==> src/rtl/core/nrzdh_pkg.sv <==
package nrzdh_pkg;

  localparam int FRAME_SYMBOLS  = 120;
  localparam int OFFSET_SYMBOLS = 8;
  localparam int CODED_BLOCKS   = 14;
  localparam int SYMBOL_BITS    = 10;

  localparam int PAYLOAD_END = OFFSET_SYMBOLS + 8 * CODED_BLOCKS;
  localparam bit TOO_SHORT   = PAYLOAD_END > FRAME_SYMBOLS;

  localparam int IDX_W = $clog2(FRAME_SYMBOLS + 1);
  localparam logic [IDX_W-1:0] OFF_IDX  = IDX_W'(TOO_SHORT ? 0 : OFFSET_SYMBOLS);
  localparam logic [IDX_W-1:0] END_IDX  = IDX_W'(TOO_SHORT ? 0 : PAYLOAD_END);
  localparam logic [IDX_W-1:0] LAST_IDX = IDX_W'(FRAME_SYMBOLS - 1);
  localparam logic [3:0]       POS_LAST = 4'(SYMBOL_BITS - 1);
  localparam logic [3:0]       POS_MSB  = 4'd1;
  localparam logic [3:0]       POS_LSB  = 4'd8;

  localparam int CNT_W = 7;
  localparam logic [CNT_W-1:0] CNT_MAX = '1;

  localparam int BQ_DEPTH = 2;
  localparam int BQ_PTR_W = 1;
  localparam int OQ_DEPTH = 4;
  localparam int OQ_PTR_W = 2;

  localparam logic KIND_DATA   = 1'b0;
  localparam logic KIND_STATUS = 1'b1;

  localparam logic [3:0] SYN_PARITY_ONLY = 4'h8;
  localparam logic [3:0] SYN_FIRST_DATA  = 4'h9;

  typedef struct packed {
    logic            fresh;
    logic            has_block;
    logic            has_status;
    logic [7:0][7:0] syms;
  } blk_t;

  typedef struct packed {
    logic             kind;
    logic [7:0]       data;
    logic             ok;
    logic [CNT_W-1:0] count;
    logic             last;
  } result_t;

  typedef struct packed {
    logic       ok;
    logic       fixed;
    logic [3:0] nib;
  } cw_dec_t;

  typedef enum logic [1:0] {
    BK_IDLE,
    BK_DATA,
    BK_STAT
  } back_state_t;

  function automatic logic [7:0] codeword(input logic [3:0] k);
    logic [7:0] c;
    unique case (k)
      4'h0: c = 8'h00;
      4'h1: c = 8'h87;
      4'h2: c = 8'h99;
      4'h3: c = 8'h1E;
      4'h4: c = 8'hAA;
      4'h5: c = 8'h2D;
      4'h6: c = 8'h33;
      4'h7: c = 8'hB4;
      4'h8: c = 8'h4B;
      4'h9: c = 8'hCC;
      4'hA: c = 8'hD2;
      4'hB: c = 8'h55;
      4'hC: c = 8'hE1;
      4'hD: c = 8'h66;
      4'hE: c = 8'h78;
      default: c = 8'hFF;
    endcase
    return c;
  endfunction

  // codeword j takes bit 7-j of each symbol, symbol i as bit i
  function automatic logic [7:0] cw_bits(input logic [7:0][7:0] syms, input logic [2:0] j);
    logic [7:0] cw;
    logic [2:0] sel;
    sel = 3'd7 - j;
    for (int i = 0; i < 8; i++) begin
      cw[i] = syms[i][sel];
    end
    return cw;
  endfunction

  function automatic cw_dec_t decode_cw(input logic [7:0] c);
    cw_dec_t    d;
    logic [3:0] s;
    logic [7:0] cf;
    logic [2:0] fb;
    logic       found;
    s  = {^c, ^(c & 8'h78), ^(c & 8'h66), ^(c & 8'h55)};
    cf = c;
    fb = 3'(s - SYN_FIRST_DATA);
    d.ok    = 1'b1;
    d.fixed = (s != 4'h0);
    d.nib   = 4'h0;
    if (s == SYN_PARITY_ONLY) begin
      cf[7] = ~cf[7];
    end else if (s >= SYN_FIRST_DATA) begin
      cf[fb] = ~cf[fb];
    end else if (s != 4'h0) begin
      d.ok = 1'b0;
    end
    found = 1'b0;
    for (int k = 0; k < 16; k++) begin
      if (codeword(4'(k)) == cf) begin
        found = 1'b1;
        d.nib = 4'(k);
      end
    end
    d.ok = d.ok & found;
    return d;
  endfunction

  function automatic logic [CNT_W-1:0] sat_inc(input logic [CNT_W-1:0] v);
    return (v == CNT_MAX) ? v : v + CNT_W'(1);
  endfunction

endpackage

==> src/rtl/core/nrzdh_front.sv <==
module nrzdh_front import nrzdh_pkg::*; (
  input  logic       clk,
  input  logic       rst,
  input  logic       push,
  input  logic       frame_start,
  input  logic [7:0] raw_byte,
  input  logic       q_full,
  output logic       q_push,
  output blk_t       q_entry
);

  logic [3:0]       pos;
  logic [IDX_W-1:0] idx;
  logic             done;
  logic [7:0]       sym;
  logic [2:0]       slot;
  logic [7:0]       symbuf [0:6];
  logic             fresh;

  logic [3:0]       pos_next;
  logic [IDX_W-1:0] idx_next;
  logic             done_next;
  logic [7:0]       sym_next;
  logic [2:0]       slot_next;
  logic [7:0]       buf_next [0:6];
  logic             blk_hit;
  logic             stat_hit;
  logic [7:0]       last_sym;
  logic             in_payload;
  logic             fresh_eff;
  logic             accept;

  assign accept    = push && !q_full;
  assign fresh_eff = frame_start || fresh;

  // walk the eight line bits of the byte, msb first
  always_comb begin
    pos_next  = frame_start ? 4'd0 : pos;
    idx_next  = frame_start ? '0 : idx;
    done_next = frame_start ? 1'b0 : done;
    sym_next  = frame_start ? 8'd0 : sym;
    slot_next = frame_start ? 3'd0 : slot;
    for (int i = 0; i < 7; i++) begin
      buf_next[i] = symbuf[i];
    end
    blk_hit    = 1'b0;
    stat_hit   = 1'b0;
    last_sym   = 8'd0;
    in_payload = 1'b0;
    for (int b = 7; b >= 0; b--) begin
      if (!done_next) begin
        in_payload = !TOO_SHORT && (idx_next >= OFF_IDX) && (idx_next < END_IDX);
        if (in_payload && pos_next >= POS_MSB && pos_next <= POS_LSB) begin
          sym_next = {((pos_next == POS_MSB) ? 7'd0 : sym_next[6:0]), raw_byte[b]};
          if (pos_next == POS_LSB) begin
            if (slot_next == 3'd7) begin
              blk_hit  = 1'b1;
              last_sym = sym_next;
            end else begin
              buf_next[slot_next] = sym_next;
            end
            slot_next = slot_next + 3'd1;
          end
        end
        if (pos_next == POS_LAST) begin
          pos_next = 4'd0;
          if (idx_next == LAST_IDX) begin
            done_next = 1'b1;
            stat_hit  = 1'b1;
          end else begin
            idx_next = idx_next + IDX_W'(1);
          end
        end else begin
          pos_next = pos_next + 4'd1;
        end
      end
    end
  end

  always_comb begin
    q_push             = accept && (blk_hit || stat_hit);
    q_entry.fresh      = fresh_eff;
    q_entry.has_block  = blk_hit;
    q_entry.has_status = stat_hit;
    for (int i = 0; i < 7; i++) begin
      q_entry.syms[i] = buf_next[i];
    end
    q_entry.syms[7] = last_sym;
  end

  always_ff @(posedge clk) begin
    if (rst) begin
      pos   <= 4'd0;
      idx   <= '0;
      done  <= 1'b0;
      slot  <= 3'd0;
      fresh <= 1'b1;
    end else if (accept) begin
      pos   <= pos_next;
      idx   <= idx_next;
      done  <= done_next;
      slot  <= slot_next;
      fresh <= fresh_eff && !q_push;
    end
  end

  always_ff @(posedge clk) begin
    if (accept) begin
      sym <= sym_next;
      for (int i = 0; i < 7; i++) begin
        symbuf[i] <= buf_next[i];
      end
    end
  end

endmodule

==> src/rtl/core/nrzdh_blk_queue.sv <==
module nrzdh_blk_queue import nrzdh_pkg::*; (
  input  logic clk,
  input  logic rst,
  input  logic push,
  input  blk_t wr_entry,
  output logic full,
  input  logic pop,
  output logic empty,
  output blk_t rd_entry
);

  blk_t                slots [BQ_DEPTH];
  logic [BQ_PTR_W-1:0] wr_ptr;
  logic [BQ_PTR_W-1:0] rd_ptr;
  logic [BQ_PTR_W:0]   count;
  logic                push_ok;
  logic                pop_ok;

  assign full     = (count == (BQ_PTR_W + 1)'(BQ_DEPTH));
  assign empty    = (count == '0);
  assign push_ok  = push && !full;
  assign pop_ok   = pop && !empty;
  assign rd_entry = slots[rd_ptr];

  always_ff @(posedge clk) begin
    if (rst) begin
      wr_ptr <= '0;
      rd_ptr <= '0;
      count  <= '0;
    end else begin
      if (push_ok) begin
        wr_ptr <= wr_ptr + BQ_PTR_W'(1);
      end
      if (pop_ok) begin
        rd_ptr <= rd_ptr + BQ_PTR_W'(1);
      end
      count <= count + (BQ_PTR_W + 1)'(push_ok) - (BQ_PTR_W + 1)'(pop_ok);
    end
  end

  always_ff @(posedge clk) begin
    if (push_ok) begin
      slots[wr_ptr] <= wr_entry;
    end
  end

endmodule

==> src/rtl/core/nrzdh_back.sv <==
module nrzdh_back import nrzdh_pkg::*; (
  input  logic    clk,
  input  logic    rst,
  input  logic    entry_valid,
  input  blk_t    entry,
  output logic    entry_pop,
  input  logic    pop,
  output logic    empty,
  output result_t res
);

  back_state_t      state;
  back_state_t      state_next;
  blk_t             cur;
  logic [1:0]       pair;
  logic [1:0]       pair_next;
  logic             failed;
  logic             failed_next;
  logic [CNT_W-1:0] corr;
  logic [CNT_W-1:0] corr_next;

  result_t             oq [OQ_DEPTH];
  logic [OQ_PTR_W-1:0] wr_ptr;
  logic [OQ_PTR_W-1:0] rd_ptr;
  logic [OQ_PTR_W:0]   oq_count;
  logic                oq_push;
  result_t             oq_in;
  logic                room;
  logic                pop_ok;

  cw_dec_t          d0;
  cw_dec_t          d1;
  logic [CNT_W-1:0] corr_a;
  logic [CNT_W-1:0] corr_b;
  logic             pair_end;
  back_state_t      after_block;

  assign room   = (oq_count != (OQ_PTR_W + 1)'(OQ_DEPTH));
  assign empty  = (oq_count == '0);
  assign pop_ok = pop && !empty;
  assign res    = oq[rd_ptr];

  // two codewords per cycle make one byte, while the result queue has room
  always_comb begin
    d0          = decode_cw(cw_bits(cur.syms, {pair, 1'b0}));
    d1          = decode_cw(cw_bits(cur.syms, {pair, 1'b1}));
    corr_a      = d0.fixed ? sat_inc(corr) : corr;
    corr_b      = d1.fixed ? sat_inc(corr_a) : corr_a;
    pair_end    = !d0.ok || !d1.ok || (pair == 2'd3);
    after_block = cur.has_status ? BK_STAT : BK_IDLE;
  end

  always_comb begin
    state_next = state;
    unique case (state)
      BK_IDLE: begin
        if (entry_valid) begin
          state_next = entry.has_block ? BK_DATA : BK_STAT;
        end
      end
      BK_DATA: begin
        if (failed || (room && pair_end)) begin
          state_next = after_block;
        end
      end
      BK_STAT: begin
        if (room) begin
          state_next = BK_IDLE;
        end
      end
      default: state_next = BK_IDLE;
    endcase
  end

  always_comb begin
    entry_pop   = 1'b0;
    oq_push     = 1'b0;
    oq_in       = '0;
    failed_next = failed;
    corr_next   = corr;
    pair_next   = pair;
    unique case (state)
      BK_IDLE: begin
        entry_pop = entry_valid;
        if (entry_valid) begin
          pair_next = 2'd0;
          if (entry.fresh) begin
            failed_next = 1'b0;
            corr_next   = '0;
          end
        end
      end
      BK_DATA: begin
        if (!failed && room) begin
          if (!d0.ok) begin
            failed_next = 1'b1;
          end else if (!d1.ok) begin
            // high nibble decoded, byte still dropped
            failed_next = 1'b1;
            corr_next   = corr_a;
          end else begin
            corr_next  = corr_b;
            pair_next  = pair + 2'd1;
            oq_push    = 1'b1;
            oq_in.kind = KIND_DATA;
            oq_in.data = {d0.nib, d1.nib};
          end
        end
      end
      BK_STAT: begin
        if (room) begin
          oq_push     = 1'b1;
          oq_in.kind  = KIND_STATUS;
          oq_in.ok    = !failed && !TOO_SHORT;
          oq_in.count = corr;
          oq_in.last  = 1'b1;
        end
      end
      default: begin
        entry_pop = 1'b0;
      end
    endcase
  end

  always_ff @(posedge clk) begin
    if (rst) begin
      state    <= BK_IDLE;
      pair     <= 2'd0;
      failed   <= 1'b0;
      corr     <= '0;
      wr_ptr   <= '0;
      rd_ptr   <= '0;
      oq_count <= '0;
    end else begin
      state  <= state_next;
      pair   <= pair_next;
      failed <= failed_next;
      corr   <= corr_next;
      if (oq_push) begin
        wr_ptr <= wr_ptr + OQ_PTR_W'(1);
      end
      if (pop_ok) begin
        rd_ptr <= rd_ptr + OQ_PTR_W'(1);
      end
      oq_count <= oq_count + (OQ_PTR_W + 1)'(oq_push) - (OQ_PTR_W + 1)'(pop_ok);
    end
  end

  always_ff @(posedge clk) begin
    if (entry_pop) begin
      cur <= entry;
    end
    if (oq_push) begin
      oq[wr_ptr] <= oq_in;
    end
  end

endmodule

==> src/rtl/core/nrz_8n1_deinterleave_hamming84_decoder.sv <==
// Frame decoder for an 8N1 line code carrying block interleaved extended
// Hamming(8,4) data. Raw bytes are taken one per cycle (push while full is
// low); a byte that starts a frame carries frame_start. The front stage
// slices each byte into 10-bit symbols in the same cycle and, once eight
// payload symbols are in, hands the 8x8 block to a two-entry block queue.
// The back stage loads each block and decodes two codewords per cycle while
// the result queue has room, yielding up to four data bytes and then the
// end-of-frame status if one is due, written into a four-entry result queue read
// with pop while empty is low. A block arrives at most every ten input bytes,
// so the input runs at one byte per clock unless results are not drained.
// The final result of every frame that reaches its last symbol is a status
// item (result_kind 1, last 1) with frame_ok and corrected_count; after an
// uncorrectable codeword no more data bytes of that frame are given.
module nrz_8n1_deinterleave_hamming84_decoder import nrzdh_pkg::*; (
  input  logic             clk,
  input  logic             rst,
  input  logic             push,
  output logic             full,
  input  logic             frame_start,
  input  logic [7:0]       raw_byte,
  output logic             empty,
  input  logic             pop,
  output logic             result_kind,
  output logic [7:0]       data_byte,
  output logic             frame_ok,
  output logic [CNT_W-1:0] corrected_count,
  output logic             last
);

  logic    q_full;
  logic    q_push;
  blk_t    q_wr;
  logic    q_empty;
  logic    q_pop;
  blk_t    q_rd;
  result_t res;

  assign full = q_full;

  nrzdh_front u_front (
    .clk         (clk),
    .rst         (rst),
    .push        (push),
    .frame_start (frame_start),
    .raw_byte    (raw_byte),
    .q_full      (q_full),
    .q_push      (q_push),
    .q_entry     (q_wr)
  );

  nrzdh_blk_queue u_queue (
    .clk      (clk),
    .rst      (rst),
    .push     (q_push),
    .wr_entry (q_wr),
    .full     (q_full),
    .pop      (q_pop),
    .empty    (q_empty),
    .rd_entry (q_rd)
  );

  nrzdh_back u_back (
    .clk         (clk),
    .rst         (rst),
    .entry_valid (!q_empty),
    .entry       (q_rd),
    .entry_pop   (q_pop),
    .pop         (pop),
    .empty       (empty),
    .res         (res)
  );

  assign result_kind     = res.kind;
  assign data_byte       = res.data;
  assign frame_ok        = res.ok;
  assign corrected_count = res.count;
  assign last            = res.last;

endmodule

==> config.mk <==
export PLATFORM = sky130hd
export DESIGN_NAME = nrz_8n1_deinterleave_hamming84_decoder
export DESIGN_NICKNAME = d
export VERILOG_FILES = /design/src/rtl/core/nrzdh_pkg.sv /design/src/rtl/core/nrzdh_front.sv /design/src/rtl/core/nrzdh_blk_queue.sv /design/src/rtl/core/nrzdh_back.sv /design/src/rtl/core/nrz_8n1_deinterleave_hamming84_decoder.sv
export SDC_FILE = /design/constraint.sdc
export NUM_CORES = 1
export LEC_CHECK = 0
export BUFFER_PORTS_ARGS = -buffer_cell sky130_fd_sc_hd__buf_4
export CAP_MARGIN = 20
export CELL_PAD_IN_SITES_DETAIL_PLACEMENT = 0
export CELL_PAD_IN_SITES_GLOBAL_PLACEMENT = 1
export CORE_ASPECT_RATIO = 1.25
export CORE_MARGIN = 2
export CORE_UTILIZATION = 47
export DETAILED_ROUTE_END_ITERATION = 10
export GPL_ROUTABILITY_DRIVEN = 1
export GPL_TIMING_DRIVEN = 0
export PLACE_DENSITY = 0.86
export SLEW_MARGIN = 20
export SYNTH_ARGS = -nofsm -noshare
export SYNTH_HDL_FRONTEND = slang
export SYNTH_SLANG_ARGS = --single-unit
==> constraint.sdc <==
create_clock -name clk -period 51 [get_ports clk]
set_clock_uncertainty 0.15 [all_clocks]
set_input_delay 10.2 -clock clk [delete_from_list [all_inputs] [get_ports clk]]
set_output_delay 10.2 -clock clk [all_outputs]
set_load 0.01 [all_outputs]
==> results.md, run 1 <==
* Root Driver: clkbuf_16
* Reg2reg start: u_front.idx[6]$_SDFFE_PP0P_
* P_sw at 509.3 µW
* CTS tree: built
* CP startpoint kind: primary input
* Slew @ Worst Pin at 1.159 ns
* Routed WL at 88320 µm
* # DRC at 0
* Post-Syn Area at 0.02670 mm²
* Fin crit share at 47.90%
* Vias in the first global route at 20.96k
* Relative slew slack at 21.92%
* Full die area at 0.05874 mm²
* Routed Antenna Nets at 0
* Longest Clk Path Bufs at 3
* Post-synthesis cell count at 2627
* Reg power frac at 32.7%
* Largest net degree at the start of global routing at 56
* Most used DFF post-synth: edfxtp_1
* Die Y at 270.5 µm
* Vias post-DR at 21.78k
* Hold/Removal Path Class: register to register
* Ys async rst share at 0%
* Initial Util at 47.61%
* Total Routing Usage GR at 29.41%
* Worst path required time at 51.13 ns
* Number of diodes at 0
* Area contributors post-synth: edfxtp_1 (37%), mux2i_1 (10%), mux2_2 (5.9%), nand2_1 (3.5%), dfxtp_1 (3.1%)
* Synthesized Nets at 2683
* 1st-iter DRT viols at 2248
* Worst path max stage delay at 0.69 ns
* Yosys warns at 0
* Cells on worst reg2reg path at 45
* Cts bufs inserted at 31
* Gr ovfl total at 0
* HP Start: u_back.state[0]$_SDFFE_PP0P_
* Placed cells at 3409
* Syn_area_per_cell at 10.16 µm²
* RSZ-0062 raised after global routing: false
* Dominant cell by count in the synthesized netlist: edfxtp_1
* Worst hold path depth at 2
* Critical path buffers and inverters at 14
* Post-synth cell types at 112
* Final Net Count at 2756
* WL/cell at 25.48 µm
* Initial antenna violation count at 0
* CP Capture Type: register
* P per Cell Area at 41.50 mW/mm²
* Critical path fanouts, max at 15
* Critical Path AT at 24.56 ns
* First-pass GRT wire length at 131600 µm
* Worst Hold End: u_back.state[0]$_SDFFE_PP0P_
* Setup tns final at 0 ns
* Fraction of the yosys area taken by sequential cells at 40.27%
* Share of layout cells above drive strength 1 at 14.06%
* P&R area growth vs syn at 9.228%
* I/O pin cnt at 33
* Yosys top cell by area: edfxtp_1
* Combinational Power Share at 47.0%
* Final Hold Viols at 0
* Min Hold Slack at 0.3279 ns
* Max-cap check violation count at 0
* Die Wd at 217.2 µm
* Critical-path top delay cell: clkbuf_1
* Fmax at 40.94 MHz
* Via density at 6.282
* Setup bufs post-CTS at 0
* Final number of setup-violating endpoints at 0
* Post_cts resized at 0
* H-tree depth at 1
* Port Buffers at 28
* Worst vdd ir at 31.58 µV
* First-pass DRT Iterations at 7
* Reg2reg end: u_queue.slots[0][34]$_DFFE_PP_
* Hold Buf Count CTS at 0
* Top delay family on crit path: compound AO/OA/AOI/OAI gates
* CP Class: primary input to register
* Synth top area share at 37.12%
* Final cell count without fillers at 3467
* Clk slew on worst S/H paths at 0.07 ns
* Rows at 97
* Core area at 0.05607 mm²
* Clock Sinks at 372
* Top cells by count, synth: edfxtp_1 (330), mux2i_1 (276), nand2_1 (249)
* Dpl hpwl at 67470 µm
* Skew-Pair Late Insertion Delay at 0.57 ns
* Status: completed
* Post-synth EDFFs at 330
* Final min period at 24.43 ns
* Clock power share at 20.2%
* R2R setup slack at 37.70 ns
* Yosys reg bits at 372
* Switching share of power at 42.09%
* Leak at 10.85 nW
* Placer Congestion at 0.9567
* Internal Power at 700.8 µW
* Slew Limit Fails at 0
## worst min-delay path, stage by stage, from the launching register on
cell and delay (ns):
dfxtp_1 0.33, nand2_1 0.06, a21oi_1 0.05
## final cells by class
cell class / count / area [µm²]
plain buffers: 143 / 598.1
clock buffers: 38 / 812.0
clock inverters: 20 / 234.0
fillers: 5063 / 26910
inverters: 69 / 259.0
multi-input cells: 2043 / 15150
flip-flops and latches: 372 / 10750
well taps: 742 / 928.4
repair buffers: 40 / 431.7
## flip-flops by register name, indices dropped and copies added (netlist names), 4 cells and up, named ones only
name,count
u_front.idx,7
u_front.symbuf,56
u_back.oq,68
u_back.corr,7
u_front.pos,4
u_back.cur,65
u_queue.slots,134
u_front.sym,7
## power groups by stage
stage | Clock [mW] | Sequential, mW | Combinational [mW]
3_5_place_dp | 0 | 0.400 | 0.553
3_3_place_gp | 0 | 0.405 | 0.538
5_1_grt | 0.259 | 0.397 | 0.608
2_1_floorplan | 0 | 0.391 | 0.384
6_report | 0.245 | 0.396 | 0.569
4_1_cts | 0.248 | 0.395 | 0.558
## layer usage
metal  global-route usage [%]  vias up  routed length, µm
li1                         -    10080                  -
met1                    40.10    10640              37390
met2                    48.83      914              41700
met3                    3.080      145               6179
met4                    9.877        0               3048
met5                        0        -                  0
## layout by cell type, fill, tap and decap left out, drive strengths merged, types with 9 or more instances in the layout
master,count
edfxtp,330
mux2i,278
nand2,250
nor2,208
mux2,150
clkbuf,138
o21ai,132
a21oi,131
a211oi,93
buf,83
xnor2,74
inv,71
nand3,65
nor3,62
nor2b,51
and2,45
ha,42
dfxtp,42
nand2b,34
mux4,34
nand4,28
nor3b,26
or2,24
and3,23
nor4,22
xor2,20
o22ai,19
a31oi,17
o211ai,16
o31ai,14
or3,13
o311ai,13
a2111oi,12
o21a,10
a21o,10
nand3b,10
clkinv,10
a221oi,9
## through the flow
stage          setup WS, ns  area, µm²  power (mW)  utilization [%]
2_1_floorplan         25.41      26700      0.7749                -
3_3_place_gp          19.84      27840      0.9429            49.65
3_5_place_dp          26.23      28120      0.9531            50.14
4_1_cts               26.81      29160       1.200            52.01
5_1_grt               25.66      29160       1.265            52.01
6_report              26.57      29160       1.210            52.01
## how the worst max path moves through the flow
stage                 from                        endpoint  slack [ns]  cells after the start
2_1_floorplan  frame_start   u_queue.slots[0][0]$_DFFE_PP_       25.41                     49
3_3_place_gp   frame_start  u_queue.slots[0][32]$_DFFE_PP_       19.84                     47
3_5_place_dp   frame_start  u_queue.slots[0][34]$_DFFE_PP_       26.23                     51
4_1_cts        frame_start  u_queue.slots[0][34]$_DFFE_PP_       26.81                     51
5_1_grt        frame_start  u_queue.slots[0][36]$_DFFE_PP_       25.66                     53
6_report       frame_start  u_queue.slots[0][34]$_DFFE_PP_       26.57                     53
## cells by family (layout without fill, tap and decap cells)
logic type / count (synthesis) / in the layout / synth area share, %
AOI/OAI and AO/OA: 548 / 548 / 13.85
buffers and inverters: 212 / 310 / 3.196
adders and majority gates: 43 / 43 / 2.043
xor gates and xnor gates: 95 / 95 / 3.285
and+or+nand+nor: 895 / 895 / 17.59
DFF: 372 / 372 / 40.27
muxes: 462 / 462 / 19.77
Power figures use the tool's default switching activity.
==> run 2: changes to the inputs <==
--- a/config.mk
+++ b/config.mk
@@ -5,6 +5,7 @@
 export SDC_FILE = /design/constraint.sdc
 export NUM_CORES = 1
 export LEC_CHECK = 0
+export ABC_AREA = 1
 export BUFFER_PORTS_ARGS = -buffer_cell sky130_fd_sc_hd__buf_4
 export CAP_MARGIN = 20
 export CELL_PAD_IN_SITES_DETAIL_PLACEMENT = 0
@@ -15,7 +16,7 @@
 export DETAILED_ROUTE_END_ITERATION = 10
 export GPL_ROUTABILITY_DRIVEN = 1
 export GPL_TIMING_DRIVEN = 0
-export PLACE_DENSITY = 0.86
+export PLACE_DENSITY = 0.89
 export SLEW_MARGIN = 20
 export SYNTH_ARGS = -nofsm -noshare
 export SYNTH_HDL_FRONTEND = slang
==> constraint.sdc (replaced) <==
create_clock -name clk -period 23.5 [get_ports clk]
set_clock_uncertainty 0.15 [all_clocks]
set_input_delay 4.7 -clock clk [delete_from_list [all_inputs] [get_ports clk]]
set_output_delay 4.7 -clock clk [all_outputs]
set_load 0.01 [all_outputs]
==> run 2 against run 1 <==
Effect of this change: synthesized area down 4.0%; non-clock buffer count down 36; hold slack worse by 0.019 ns; combinational power rose to 3.5 times the previous value.
==> results.md, run 2 <==
* Initial Util at 47.60%
* Dpl hpwl at 69080 µm
* 1st-iter DRT viols at 2118
* Vias in the first global route at 22.16k
* Final Net Count at 3309
* Worst path most repeated cell: nand2_1
* Share of layout cells above drive strength 1 at 11.23%
* P&R area growth vs syn at 9.529%
* Final instance area at 0.02807 mm²
* Vias post-DR at 23.36k
* Post_cts resized at 0
* Placer Congestion at 1.058
* Status: completed
* Reg2reg end: u_queue.slots[0][21]$_DFFE_PP_
* Total Routing Usage GR at 30.74%
* Ys async rst share at 0%
* Dominant cell by count in the synthesized netlist: nand2_1
* Rows at 95
* CP endpoint: u_queue.slots[0][21]$_DFFE_PP_
* Longest Clk Path Bufs at 3
* Setup bufs post-CTS at 0
* Post-synth cell types at 72
* Worst vdd ir at 72.25 µV
* Skew-Pair Late Insertion Delay at 0.60 ns
* Most used DFF post-synth: edfxtp_1
* Root Driver: clkbuf_16
* Area contributors post-synth: edfxtp_1 (39%), nand2_1 (10%), o211ai_1 (8.4%), o21ai_0 (5.1%), inv_1 (4.6%)
* Critical path fanouts, max at 27
* Initial antenna violation count at 1
* Routed Antenna Nets at 0
* CP Capture Type: register
* Clock Sinks at 372
* Die Y at 265.1 µm
* Fin crit share at 62.91%
* Regs by FF count: u_queue.slots: 134 flops, u_back.oq: 68 flops, u_back.cur: 65 flops
* Cts bufs inserted at 30
* Yosys warns at 0
* I/O pin cnt at 33
* CP startpoint kind: primary input
* Cells on worst reg2reg path at 57
* Routed WL at 87600 µm
* Hold Buf Count CTS at 0
* Post-synth EDFFs at 330
* Post-Syn Area at 0.02563 mm²
* R2R setup slack at 12.98 ns
* Min Hold Slack at 0.3086 ns
* Critical Path AT at 14.93 ns
* Max-cap check violation count at 0
* Slew Limit Fails at 0
* Setup tns final at 0 ns
* Worst path max stage delay at 0.43 ns
* Post-DP Area at 0.02702 mm²
* Final min period at 14.78 ns
* Number of diodes at 0
* CP Class: primary input to register
* Final number of setup-violating endpoints at 0
* Slew @ Worst Pin at 1.214 ns
* Leak at 11.03 nW
* # DRC at 0
* Final Hold Viols at 0
* Yosys top cell by area: edfxtp_1
* Post-Route Utilization at 52.13%
* Worst path required time at 23.65 ns
* CTS tree: built
* RSZ-0062 raised after global routing: false
* Core area at 0.05385 mm²
* First-pass GRT wire length at 131200 µm
* Die Wd at 212.9 µm
* Biggest register: u_queue.slots
* Reg2reg start: u_front.idx[0]$_SDFFE_PP0P_
* Clk slew on worst S/H paths at 0.07 ns
* Syn_area_per_cell at 8.060 µm²
* Commonest non-fill, non-tap cell in the layout: nand2_1
* Relative slew slack at 18.77%
* Top cells by count, synth: nand2_1 (682), edfxtp_1 (330), inv_1 (316)
* Worst hold path depth at 1
* Full die area at 0.05643 mm²
* H-tree depth at 1
* Synth top area share at 38.66%
* First-pass DRT Iterations at 6
* Yosys reg bits at 372
* Fmax at 67.64 MHz
* Gr ovfl total at 0
* Most frequent cells in the layout: nand2_1 (682), edfxtp_1 (330), inv_1 (315)
* Via density at 5.833
* Max FFs per register at 134
* Critical-path top delay cell: nor2_4
* Hold/Removal Path Class: register to register
* Post-synthesis cell count at 3180
* WL/cell at 21.88 µm
* P per Cell Area at 123.8 mW/mm²
* Fraction of the yosys area taken by sequential cells at 41.94%
* Largest net degree at the start of global routing at 60
* CP startpoint: frame_start
* Synthesized Nets at 3236
* Port Buffers at 28
==> run 2: stage by stage <==
step / total power [mW] / worst slack, ns / std cells
5_1_grt: 3.681 / 7.732 / 4004
6_report: 3.475 / 8.717 / 4004
2_1_floorplan: 2.201 / 8.170 / 3180
3_3_place_gp: 2.875 / 5.181 / 3935
4_1_cts: 3.433 / 8.857 / 4004
3_5_place_dp: 2.901 / 8.271 / 3948
==> run 2: logic make-up (layout without fill, tap and decap cells) <==
| logic type | count (synthesis) | in the layout | share of synthesized area, % |
|---|---|---|---|
| AND/OR/NAND/NOR | 1386 | 1386 | 24.69 |
| XOR/XNOR | 41 | 41 | 1.460 |
| adder cells (fa/ha/maj) | 43 | 43 | 2.128 |
| AO/OA/AOI/OAI | 794 | 794 | 19.31 |
| buffers and inverters | 465 | 562 | 7.059 |
| flip-flops | 372 | 372 | 41.94 |
| multiplexers | 79 | 79 | 3.408 |
==> run 2: how the worst min path moves through the flow <==
stage	from	endpoint	slack (ns)
2_1_floorplan	u_queue.rd_ptr$_SDFFE_PP0P_	register	0.28
3_3_place_gp	u_queue.rd_ptr$_SDFFE_PP0P_	u_queue.rd_ptr$_SDFFE_PP0P_	0.29
3_5_place_dp	u_queue.rd_ptr$_SDFFE_PP0P_	register	0.30
4_1_cts	u_queue.rd_ptr$_SDFFE_PP0P_	register	0.31
5_1_grt	u_queue.rd_ptr$_SDFFE_PP0P_	register	0.33
6_report	u_queue.rd_ptr$_SDFFE_PP0P_	register	0.31
==> run 2: routing by layer <==
layer	GRT usage (%)	up-vias	share of wire, %
li1	-	11330	-
met3	4.132	227	6.6
met1	38.95	10870	41
met5	0	-	0.015
met2	51.95	927	48
met4	14.14	2	4.9
==> run 2: layout make-up <==
| class | count | area (µm²) |
|---|---|---|
| plain buffers | 106 | 460.4 |
| clock buffers | 38 | 790.8 |
| clock inverters | 18 | 261.5 |
| fillers | 5041 | 25770 |
| inverters | 359 | 1355 |
| multi-input cells | 2343 | 13110 |
| flip-flops and latches | 372 | 10750 |
| well taps | 727 | 909.6 |
| repair buffers | 41 | 436.7 |
==> run 2: report_power, final <==
part	internal [mW]	leakage (nW)	total, mW	switching, mW
clock network	0.282	0.501	0.528	0.246
logic	0.506	7.18	2.01	1.50
registers	0.870	3.35	0.942	0.0715
==> run 2: critical path: cells and delay by family <==
family	cells	cell delay, ns
fa+ha+maj	8	2.04
compound gates	4	0.62
simple gates	33	5.27
buf+inv	16	2.28
==> run 3: changes to the inputs <==
--- a/config.mk
+++ b/config.mk
@@ -5,7 +5,7 @@
 export SDC_FILE = /design/constraint.sdc
 export NUM_CORES = 1
 export LEC_CHECK = 0
-export ABC_AREA = 1
+export ABC_AREA = 0
 export BUFFER_PORTS_ARGS = -buffer_cell sky130_fd_sc_hd__buf_4
 export CAP_MARGIN = 20
 export CELL_PAD_IN_SITES_DETAIL_PLACEMENT = 0
@@ -16,7 +16,7 @@
 export DETAILED_ROUTE_END_ITERATION = 10
 export GPL_ROUTABILITY_DRIVEN = 1
 export GPL_TIMING_DRIVEN = 0
-export PLACE_DENSITY = 0.89
+export PLACE_DENSITY = 0.86
 export SLEW_MARGIN = 20
 export SYNTH_ARGS = -nofsm -noshare
 export SYNTH_HDL_FRONTEND = slang
==> constraint.sdc (replaced) <==
create_clock -name clk -period 15.3 [get_ports clk]
set_clock_uncertainty 0.15 [all_clocks]
set_input_delay 3.06 -clock clk [delete_from_list [all_inputs] [get_ports clk]]
set_output_delay 3.06 -clock clk [all_outputs]
set_load 0.01 [all_outputs]
==> run 3 against run 2 <==
Effect of this change: hold slack improved by 0.022 ns; via count decreased by 6.3%; global-route usage decreased by 2.0 points; sequential share of layout area decreased by 1.8 points; count of clock-buffer cells in the layout decreased by 3; worst setup slack got worse by 8.0 ns; sequential power increased by 40%; wire length decreased by 1.2%; die area increased by 4.1%; total power increased by 17%; largest power group unchanged.
==> results.md, run 3 (synthesis gave the netlist of run 1 again) <==
* Final number of setup-violating endpoints at 0
* Worst path max stage delay at 0.63 ns
* Worst path required time at 15.43 ns
* First-pass GRT wire length at 129300 µm
* Longest Clk Path Bufs at 3
* Final cell count without fillers at 3478
* Fin crit share at 95.54%
* Regs by FF count: u_queue.slots: 134 flops, u_back.oq: 68 flops, u_back.cur: 65 flops
* CP endpoint: u_queue.slots[0][25]$_DFFE_PP_
* Min Hold Slack at 0.3308 ns
* 1st-iter DRT viols at 2429
* Final Net Count at 2768
* Pre-CTS setup slack at -2.488 ns
* Reg2reg end: u_queue.slots[0][25]$_DFFE_PP_
* Clock Sinks at 372
* Share of layout cells above drive strength 1 at 15.50%
* Worst vdd ir at 95.18 µV
* Leak at 10.99 nW
* Via density at 6.295
* Commonest non-fill, non-tap cell in the layout: edfxtp_1
* P&R area growth vs syn at 10.37%
* Root Driver: clkbuf_16
* CP Capture Type: register
* Slew Limit Fails at 0
* First-pass DRT Iterations at 8
* Fmax at 68.41 MHz
* Number of diodes at 0
* Initial Util at 47.61%
* I/O pin cnt at 33
* Placed cells at 3409
* Max-cap check violation count at 0
* CP Class: primary input to register
* Routed Antenna Nets at 0
* Core area at 0.05607 mm²
* CTS tree: built
* Vias post-DR at 21.89k
* RSZ-0062 raised after global routing: false
* CP startpoint kind: primary input
* Most frequent cells in the layout: edfxtp_1 (330), mux2i_1 (275), nand2_1 (248)
* R2R setup slack at 3.69 ns
* Final worst setup slack at 0.6818 ns
* Worst path most repeated cell: buf_6
* Hold/Removal Path Class: register to register
* Final Hold Viols at 0
* Dpl hpwl at 66310 µm
* Routed WL at 86530 µm
* Biggest register: u_queue.slots
* Rows at 97
* Post-Route Utilization at 52.55%
* Clk slew on worst S/H paths at 0.07 ns
* Slew @ Worst Pin at 1.088 ns
* Gr ovfl total at 0
* Die Wd at 217.2 µm
* Hold Buf Count CTS at 0
* Critical-path top delay cell: or4_1
* Total Routing Usage GR at 28.71%
* Reg2reg start: u_front.idx[1]$_SDFFE_PP0P_
* WL/cell at 24.88 µm
* Cts bufs inserted at 31
* Initial antenna violation count at 0
* Final min period at 14.62 ns
* Largest net degree at the start of global routing at 50
* Critical path fanouts, max at 15
* Vias in the first global route at 21.01k
* CP startpoint: frame_start
* Die Y at 270.5 µm
* Placer Congestion at 1.045
* Skew-Pair Late Insertion Delay at 0.59 ns
* Critical Path AT at 14.75 ns
* Relative slew slack at 26.83%
* Cells on worst reg2reg path at 46
* Port Buffers at 28
* Max FFs per register at 134
* # DRC at 0
* H-tree depth at 1
* P per Cell Area at 138.6 mW/mm²
* Full die area at 0.05874 mm²
* Fillers at 4940
* Status: completed
run 3: cell count changes in the layout (fill, tap and decap cells not counted), moves of 45 or more:
cell	before	now
and2_1	0	45
mux2_2	66	141
o211ai_1	288	16
a211oi_1	3	91
nand2_1	682	248
nor2_1	294	205
o21ai_1	81	8
o21ai_0	260	122
nor2b_1	0	48
nand3_1	178	64
a21oi_1	74	124
inv_1	315	66
mux2i_1	13	275
xnor2_1	12	70
run 3: repair_timing:
item                       in CTS  in global routing
resized for setup              11                 25
pin swaps                       2                  4
setup buffers                   1                 11
setup endpoints to repair     342                330
run 3: how the worst min path moves through the flow:
| stage | startpoint | to | slack (ns) | depth (start not counted) |
|---|---|---|---|---|
| after floorplan | u_back.state[0]$_SDFFE_PP0P_ | u_back.state[0]$_SDFFE_PP0P_ | 0.30 | 2 |
| after global placement | u_back.state[0]$_SDFFE_PP0P_ | u_back.state[0]$_SDFFE_PP0P_ | 0.31 | 2 |
| after detailed placement | u_back.state[0]$_SDFFE_PP0P_ | u_back.state[0]$_SDFFE_PP0P_ | 0.32 | 2 |
| after CTS | u_back.state[0]$_SDFFE_PP0P_ | u_back.state[0]$_SDFFE_PP0P_ | 0.33 | 2 |
| after global routing | u_front.fresh$_SDFFE_PP1P_ | u_front.fresh$_SDFFE_PP1P_ | 0.39 | 2 |
| final | u_back.state[0]$_SDFFE_PP0P_ | u_back.state[0]$_SDFFE_PP0P_ | 0.33 | 2 |
run 3: through the flow:
step / cell area, µm² / power [mW] / setup TNS, ns
global route: 29470 / 4.262 / 0
floorplan: 26720 / 2.583 / 0
global placement: 27860 / 3.110 / -718.79
detailed placement: 28110 / 3.155 / -595.56
CTS: 29290 / 4.043 / 0
finish: 29470 / 4.083 / 0
run 3: layer usage:
layer | part of all wire, % | GRT usage, %
met1 | 41 | 38.03
met3 | 7.0 | 2.788
met5 | 0 | 0
met2 | 47 | 48.30
met4 | 4.5 | 11.34
run 3: where the power goes:
group | leakage (nW) | total, mW | switching, mW | internal [mW]
Combinational | 7.14 | 1.89 | 1.25 | 0.636
Sequential | 3.30 | 1.32 | 0.0643 | 1.25
Clock | 0.551 | 0.880 | 0.375 | 0.505
run 3: critical path: cells and delay by family:
kind                     cells  cell delay, ns
AO/OA/AOI/OAI               11            2.66
XOR/XNOR                     3            0.76
buffers and inverters       16            3.05
adder cells (fa/ha/maj)      4            0.94
AND/OR/NAND/NOR             17            4.25
run 3: final cells by class:
cell class / instances / area, µm² / share of cell area, %
Clock buffer: 35 / 810.8 / 2.752
Timing Repair Buffer: 53 / 521.8 / 1.771
Clock inverter: 22 / 320.3 / 1.087
Tap cell: 742 / 928.4 / 3.151
Inverter: 69 / 259.0 / 0.8790
Multi-Input combinational cell: 2043 / 15270 / 51.83
Buffer: 142 / 603.1 / 2.047
Sequential cell: 372 / 10750 / 36.48
